==> config.mk <==
export PLATFORM = sky130hd
export DESIGN_NAME = stuffed_frame_receiver_crc16_unit
export DESIGN_NICKNAME = d
export VERILOG_FILES = /design/src/hdl/sfr_pkg.sv /design/src/hdl/stuffed_frame_receiver_crc16_unit.sv /design/src/hdl/sfr_deframer.sv
export SDC_FILE = /design/constraint.sdc
export NUM_CORES = 1
export LEC_CHECK = 0
export BUFFER_PORTS_ARGS = -buffer_cell sky130_fd_sc_hd__buf_2
export CAP_MARGIN = 10
export CORE_ASPECT_RATIO = 0.8
export CORE_MARGIN = 5
export CORE_UTILIZATION = 64
export DETAILED_ROUTE_END_ITERATION = 12
export GPL_TIMING_DRIVEN = 1
export PLACE_DENSITY = 0.84
export SLEW_MARGIN = 20
export SYNTH_ARGS = -nofsm -noshare
export SYNTH_HDL_FRONTEND = slang
export SYNTH_SLANG_ARGS = --single-unit
==> constraint.sdc <==
create_clock -name clk -period 11.1 [get_ports clk]
set_input_delay 1.11 -clock clk [delete_from_list [all_inputs] [get_ports clk]]
set_output_delay 1.11 -clock clk [all_outputs]
set_load 0.02 [all_outputs]
==> src/hdl/sfr_pkg.sv <==
// Shared constants, result type and CRC byte update for the stuffed frame receiver.
package sfr_pkg;

    localparam logic [7:0]  START_MARK = 8'hFA;
    localparam logic [15:0] CRC_POLY   = 16'hA001;
    localparam logic [7:0]  STUFF_POS  = 8'd4;
    localparam logic [7:0]  LEN_POS    = 8'd5;
    localparam logic [8:0]  CRC_TAIL   = 9'd5;
    localparam logic [8:0]  LAST_TAIL  = 9'd7;

    typedef struct packed {
        logic [7:0]  data_byte;
        logic [7:0]  byte_index;
        logic        frame_done;
        logic        crc_ok;
        logic [15:0] crc_value;
    } result_t;

    // Reflected CRC-16, one byte, LSB first.
    function automatic logic [15:0] crc_feed(input logic [15:0] crc, input logic [7:0] b);
        logic [15:0] c;
        c = crc ^ {8'h00, b};
        for (int k = 0; k < 8; k++) begin
            if (c[0])
                c = (c >> 1) ^ CRC_POLY;
            else
                c = c >> 1;
        end
        return c;
    endfunction

endpackage

==> src/hdl/stuffed_frame_receiver_crc16_unit.sv <==
// Top level of the byte-stuffed frame receiver with CRC-16 check.
//
// Receives serial bytes one item at a time and rebuilds frames that open with
// 0xFA. A wrong byte at the start position is dropped. From position 4 on, a
// 0xFA is a stuffing mark that is dropped, and the 0xFA after it is kept as
// data. Position 5 carries the payload length in BCD (tens*10+units); the frame
// ends at kept position 7+len. A reflected CRC-16 (poly 0xA001, init 0, no final
// xor) runs over kept positions 1 through 5+len, and its low byte is compared
// with the final byte (crc_ok, valid with frame_done). Each kept byte produces
// one output item carrying the byte, its frame position and the running CRC;
// dropped bytes produce nothing. After the last byte the frame state clears.
// Throughput is one item per clock while out_ready does not stall the output:
// each byte sits in an input register, the byte-wide CRC update and frame
// checks run combinationally, and the result lands in an output register,
// which raises out_valid when the staged byte advances.
// A dropped byte retires even while the output register is held by a stall.
module stuffed_frame_receiver_crc16_unit
    import sfr_pkg::*;
(
    input  logic        clk,
    input  logic        rst_n,
    input  logic        in_valid,
    output logic        in_ready,
    input  logic [7:0]  rx_byte,
    output logic        out_valid,
    input  logic        out_ready,
    output logic [7:0]  data_byte,
    output logic [7:0]  byte_index,
    output logic        frame_done,
    output logic        crc_ok,
    output logic [15:0] crc_value
);

    logic       stage_valid_reg;
    logic [7:0] stage_byte_reg;
    logic       out_valid_reg;
    result_t    out_reg;

    logic       keep;
    logic       out_free;
    logic       advance;
    result_t    res;

    // output slot can take a new item when empty or draining this cycle
    assign out_free = !out_valid_reg || out_ready;
    // a staged byte retires when it needs no slot or the slot is free
    assign advance  = stage_valid_reg && (!keep || out_free);
    assign in_ready = !stage_valid_reg || advance;

    sfr_deframer u_deframer (
        .clk     (clk),
        .rst_n   (rst_n),
        .step    (advance),
        .rx_byte (stage_byte_reg),
        .keep    (keep),
        .res     (res)
    );

    always_ff @(posedge clk or negedge rst_n)
    begin
        if (!rst_n)
        begin
            stage_valid_reg <= 1'b0;
        end
        else if (in_ready)
        begin
            stage_valid_reg <= in_valid;
        end
    end

    always_ff @(posedge clk)
    begin
        if (in_valid && in_ready)
            stage_byte_reg <= rx_byte;
    end

    always_ff @(posedge clk or negedge rst_n)
    begin
        if (!rst_n)
        begin
            out_valid_reg <= 1'b0;
        end
        else if (advance && keep)
        begin
            out_valid_reg <= 1'b1;
        end
        else if (out_ready)
        begin
            out_valid_reg <= 1'b0;
        end
    end

    always_ff @(posedge clk)
    begin
        if (advance && keep)
            out_reg <= res;
    end

    assign out_valid  = out_valid_reg;
    assign data_byte  = out_reg.data_byte;
    assign byte_index = out_reg.byte_index;
    assign frame_done = out_reg.frame_done;
    assign crc_ok     = out_reg.crc_ok;
    assign crc_value  = out_reg.crc_value;

endmodule

==> src/hdl/sfr_deframer.sv <==
// Frame state, destuffing, length decode and CRC accumulation for one byte per cycle while step is high.
module sfr_deframer
    import sfr_pkg::*;
(
    input  logic        clk,
    input  logic        rst_n,
    input  logic        step,
    input  logic [7:0]  rx_byte,
    output logic        keep,
    output result_t     res
);

    logic [7:0]  count_reg;
    logic        stuff_reg;
    logic [15:0] crc_reg;
    logic [7:0]  len_reg;

    logic        is_mark;
    logic        drop_start;
    logic        drop_stuff;
    logic [7:0]  bcd_len;
    logic [7:0]  len_next;
    logic [8:0]  len9;
    logic        crc_en;
    logic [15:0] crc_next;
    logic        done;

    assign is_mark    = (rx_byte == START_MARK);
    assign drop_start = (count_reg == 8'd0) && !is_mark;
    assign drop_stuff = (count_reg >= STUFF_POS) && is_mark && !stuff_reg;
    assign keep       = !drop_start && !drop_stuff;

    // tens*10 + units; non-decimal nibbles go through unchanged
    assign bcd_len  = ({4'd0, rx_byte[7:4]} << 3) + ({4'd0, rx_byte[7:4]} << 1)
                    + {4'd0, rx_byte[3:0]};
    assign len_next = (count_reg == LEN_POS) ? bcd_len : len_reg;
    assign len9     = {1'b0, len_next};

    assign crc_en   = (count_reg != 8'd0)
                   && ((count_reg <= LEN_POS) || ({1'b0, count_reg} <= CRC_TAIL + len9));
    assign crc_next = crc_en ? crc_feed(crc_reg, rx_byte) : crc_reg;
    assign done     = (count_reg >= LEN_POS) && ({1'b0, count_reg} == LAST_TAIL + len9);

    always_comb
    begin
        res.data_byte  = rx_byte;
        res.byte_index = count_reg;
        res.frame_done = done;
        res.crc_ok     = done && (crc_next[7:0] == rx_byte);
        res.crc_value  = crc_next;
    end

    always_ff @(posedge clk or negedge rst_n)
    begin
        if (!rst_n)
        begin
            count_reg <= 8'd0;
            stuff_reg <= 1'b0;
            crc_reg   <= 16'd0;
            len_reg   <= 8'd0;
        end
        else if (step)
        begin
            if (drop_stuff)
            begin
                stuff_reg <= 1'b1;
            end
            else if (keep)
            begin
                if (done)
                begin
                    count_reg <= 8'd0;
                    stuff_reg <= 1'b0;
                    crc_reg   <= 16'd0;
                    len_reg   <= 8'd0;
                end
                else
                begin
                    count_reg <= count_reg + 8'd1;
                    if ((count_reg >= STUFF_POS) && is_mark)
                        stuff_reg <= 1'b0;
                    crc_reg <= crc_next;
                    len_reg <= len_next;
                end
            end
        end
    end

endmodule

* After elaboration in Yosys (flattened, before gate mapping)
Cells that the tools add are included.
** Storage, ports and cells
- Output and inout port bits :: 36
- ROM bits :: 0
- Bits of input ports :: 12
- Bits in writable memories :: 0
- Latch bits :: 0
- Word-level logic and storage cells :: 82
- Memories :: 0
- Bits in registers :: 77
** Operators by class
- Reductions and logical operators :: 28
- Order comparisons :: 4
- Multipliers :: 0
- Bitwise gates (word level) :: 10
- $add $sub $neg :: 5
- Div/mod/pow operators :: 0
- Shift operators :: 0
- Mux-type cells :: 19
- Eq/ne operators :: 4
** Operators with widths (number)
- two-way mux 16 bit :: 10
- two-way mux 8 bit :: 3
- NOT 2 -> 3 bit :: 8
- adder 3 x 8 -> 9 bit, first input constant :: 2
- greater-or-equal comparator 8 x 3 -> 1 bit, second input constant :: 2
- bitwise XOR 16 x 8 -> 16 bit :: 1
- logical AND 1 bit :: 10
- == test 8 x 9 -> 1 bit :: 1
- <= comparator 8 x 9 -> 1 bit :: 1
- adder 7 x 5 -> 8 bit :: 1
- adder 8 x 1 -> 8 bit, second input constant :: 1
- adder 8 x 4 -> 8 bit :: 1
- == test 8 x 3 -> 1 bit, second input constant :: 1
- == test 8 bit :: 1
- == test 8 bit, second input constant :: 1
- <= comparator 8 x 3 -> 1 bit, second input constant :: 1
- zero test 8 bit :: 1
- nonzero test 8 bit :: 1
- zero test 1 bit :: 7
- two-way mux 1 bit :: 6
- AND reduction 3 bit :: 2
- logical OR 1 bit :: 4
- nonzero test 2 bit :: 2
- nonzero test 3 bit :: 1
- NOT 1 bit :: 1

* Logic depth before layout (Yosys ltp)
- Word-level depth :: 20
- Depth in mapped cells :: 22
- Gate-level depth less buffers :: 20

* Cells and area by module
Synthesis repeated with hierarchy kept, for this count alone.
** Second synthesis, totals
- Cell total of the unflattened synthesis :: 481
- Area, all modules :: 4873.4 um^2
** By module, submodules not included
- sfr_deframer :: cells each 429, seq. area each 825.8 um^2, times used 1, area each 3505.9 um^2
- stuffed_frame_receiver_crc16_unit :: cells each 52, seq. area each 1311.3 um^2, times used 1, area each 1367.6 um^2

* Worst setup path before layout
Ideal clock, no wire load.
- Path kind :: register -> register
- Start point :: register stage_byte_reg[3]
- End point :: register out_reg (netlist bit crc_ok), data pin
- Setup time :: 0.176 ns
- Arrival time :: 4.599 ns
- Path slack :: 6.325 ns
- Stages on the path, launching flop included :: 18
- Buffers on the path :: 1
- Clock period less this slack :: 4.775 ns
- Data required time :: 10.924 ns
- Cells stage by stage :: edfxtp_1 -> fa_1 -> fa_1 -> a211oi_1 -> nor2_1 -> or3_1 -> and2_1 -> nor3_1 -> xnor2_1 -> ha_1 -> nand4_1 -> nor2_1 -> or4_1 -> a2bb2oi_4 -> buf_4 -> mux2i_1 -> o2111ai_1 -> nor4_1
** RTL lines
- from (decl) :: RTL line stuffed_frame_receiver_crc16_unit.sv:35 : logic [7:0] stage_byte_reg;
- from (signal assigned) :: RTL line stuffed_frame_receiver_crc16_unit.sv:74 : stage_byte_reg <= rx_byte;
- to (signal assigned) :: RTL line stuffed_frame_receiver_crc16_unit.sv:96 : out_reg <= res;
- to (decl) :: RTL line stuffed_frame_receiver_crc16_unit.sv:37 : result_t out_reg;

==> results.sh <==
export IMPL_cp_required_ns=11.20
export IMPL_nets=499
export IMPL_die_y_um=86.13
export IMPL_cts_buffers_inserted=9
export IMPL_critPathSlowestCell="a2bb2oi_4"
export IMPL_drive_gt1_frac=0.1748
export IMPL_r2r_start="stage_byte_reg[3]"
export IMPL_rsz0062_at_grt="false"
export IMPL_period_minus_slack_ns=5.390
export IMPL_dp_cells=540
export IMPL_power_density_mw_per_mm2=351.6
export IMPL_diodes=0
export IMPL_cts_setup_buffers=0
export IMPL_async_reset_ff_frac=0.4545
export IMPL_start_util=0.6663
export IMPL_wirelength_mm=11.16
export IMPL_synth_commonest_cells="edfxtp_1 (42), dfrtp_1 (35), nor2_1 (30), nand2_1 (23), xnor2_1 (22)"
export IMPL_fill_cells=495
export IMPL_critPathTopFamily="simple AND/OR/NAND/NOR gates"
export IMPL_p_leak_nw=2.156
export IMPL_min_from="u_deframer.len_reg[7]"
export IMPL_clk_latency_ns=0.35
export IMPL_cts_resized=0
export IMPL_gr_usage_all_layers=0.2564
export IMPL_vias=3626
export IMPL_crit_path_end_kind="register"
export IMPL_num_io_pins=48
export IMPL_synth_top_area_frac=0.2720
export IMPL_path_clk_slew_ns=0.09
export IMPL_worstSetupStartpointType="register"
export IMPL_maxSlewHeadroom=0.3432
export IMPL_fmax_mhz=185.5
export IMPL_yosysUniqueCellTypes=70
export IMPL_period_share=0.4856
export IMPL_synth_edf_count=42
export IMPL_antenna_found_initial=0
export IMPL_status="complete, no violations"
export IMPL_hold_viol=0
export IMPL_crit_buf_inv=0
export IMPL_synth_most_common_cell="edfxtp_1"
export IMPL_post_route_util=0.7247
export IMPL_wl_per_cell_um=20.07
export IMPL_cts_tree="done"
export IMPL_crit_start="stage_byte_reg[3]"
export IMPL_crit_arrival_ns=5.49
export IMPL_synth_main_ff_cell="edfxtp_1"
export IMPL_ys_seq_elements=77
export IMPL_worst_pin_slew_ns=0.9815
export IMPL_core_area_mm2=0.006959
export IMPL_die_area_mm2=0.009058
export IMPL_syn_area_mm2=0.004637
export IMPL_fp_row_count=27
export IMPL_grt_max_degree=37
export IMPL_yosys_warnings=0
export IMPL_setup_violations=0
export IMPL_fin_tns_setup_ns=0
export IMPL_avgSynthCellArea_um2=11.04
export IMPL_synthTopCellsByArea="edfxtp_1 (27%), dfrtp_1 (19%), ha_1 (5.7%)"
export IMPL_drc=0
export IMPL_hp_class="reg -> reg"
export IMPL_cts_hold_buffers=0
export IMPL_gp_congestion=0.9718
export IMPL_yosysTopAreaCell="edfxtp_1"
export IMPL_hpwlAfterDp_mm=7.903
export IMPL_drtPass1Iterations=5
export IMPL_slowest_delay_ns=0.59
export IMPL_skew_ns=0.01727
export IMPL_critPathKind="reg -> reg"
export IMPL_clockRootBuffer="clkbuf_8"
export IMPL_area_delta_synth_final_pct=8.770
export IMPL_io_buffer_count=47
export IMPL_timing_final_max_slew_violations=0
export IMPL_vdd_drop_max_uv=259.8
export IMPL_cts_sinks=77
export IMPL_syn_inst=420
export IMPL_grt_pass1_wl_mm=18.30
export IMPL_h_tree_depth=3
export IMPL_first_global_vias=3573
export IMPL_drt_iter0_markers=246
export IMPL_whs_ns=0.4816
export IMPL_postRouteAntennaNets=0
export IMPL_crit_path_max_fanout=26
export IMPL_die_width_um=105.2
export IMPL_cap_violations=0
export IMPL_path_cells="fa_1, fa_1, a211oi_1, nor2_1, or3_1, and2_1, nor3_1, xnor2_1, ha_1, nor4_1, o21ai_0, a21oi_1, or4_1, a2bb2oi_4, mux2i_1, xnor2_1, nor4_1"
export IMPL_synthesis_nets=455
export IMPL_cts_buffer_depth=2
export IMPL_grt_overflow=0
export IMPL_routed_via_density=6.522
export IMPL_finalNonFillerCells=556
export IMPL_seq_area_frac_synth=0.4609
[cell usage in the layout (no fill, tap or decap), types with 6 or more instances in the layout]
| master | Yosys | routed |
|---|---|---|
| a31o_1 | 12 | 12 |
| o31ai_1 | 6 | 6 |
| nand2_1 | 23 | 23 |
| ha_1 | 21 | 21 |
| nor2b_1 | 7 | 7 |
| buf_2 | 6 | 47 |
| o21ai_0 | 11 | 11 |
| mux2_2 | 7 | 7 |
| edfxtp_1 | 42 | 42 |
| a22o_1 | 6 | 6 |
| and2_1 | 12 | 12 |
| dfrtp_1 | 35 | 35 |
| o21ai_1 | 11 | 11 |
| nor2_1 | 30 | 30 |
| xnor2_1 | 22 | 22 |
| a21oi_1 | 18 | 18 |
| xor2_1 | 17 | 17 |
| clkbuf_8 | 0 | 10 |
| nand3_1 | 12 | 12 |
| inv_1 | 19 | 19 |
[power breakdown]
part | internal (mW) | leakage [nW] | switching [mW]
clock network | 0.0869 | 0.0882 | 0.104
logic | 0.440 | 1.22 | 0.591
registers | 0.460 | 0.846 | 0.0915
[layer usage]
metal | global-route usage | share of wire | vias to the layer above
met5 | 0 | 0 | -
met1 | 0.3743 | 0.44 | 1763
met2 | 0.3851 | 0.44 | 205
li1 | - | - | 1633
met3 | 0.06396 | 0.098 | 25
met4 | 0.06736 | 0.018 | 0
[metrics by stage]
stage          total power, mW  setup WS (ns)  instance area, µm²
3_5_place_dp             1.570          5.737                4876
5_1_grt                  1.900          5.269                5044
4_1_cts                  1.765          5.707                5044
6_report                 1.773          5.710                5044
3_3_place_gp             1.536          5.924                4876
2_1_floorplan            1.345          6.325                4637
[tightest hold or removal path, delay by kind of cell (launching register included)]
kind               cells  cell delay, ns
DFF                    1            0.34
AOI/OAI and AO/OA      1            0.06
and+or+nand+nor        1            0.05
[cells by family (layout without fill, tap and decap cells)]
| family | count (synthesis) | count (layout) | synth area share |
|---|---|---|---|
| fa+ha+maj | 23 | 23 | 0.06530 |
| flops | 77 | 77 | 0.4609 |
| buf+inv | 38 | 87 | 0.04452 |
| compound gates | 104 | 104 | 0.1633 |
| xor+xnor | 42 | 42 | 0.08823 |
| simple gates | 122 | 122 | 0.1452 |
| mux | 14 | 14 | 0.03265 |
[final cells by class]
class	instances	area, µm²	area share
inverters	21	78.83	0.01563
clock buffers	12	145.1	0.02878
multi-input cells	305	2293	0.4547
flip-flops and latches	77	2137	0.4237
well taps	87	108.9	0.02158
clock inverters	4	22.52	0.004465
repair buffers	50	257.7	0.05110
[final timing paths]
check,endpoint,slack [ns],cells past startpoint
worst min register to register,u_deframer.len_reg[7],0.48,2
min in group asynchronous,u_deframer.stuff_reg,0.87,1
max in group asynchronous,u_deframer.count_reg[0],9.65,1
worst min-delay path,u_deframer.len_reg[7],0.48,2
worst max-delay path,crc_ok,5.71,17
worst max register to register,crc_ok,5.71,17
No activity file was read; power rests on OpenSTA's default activity.
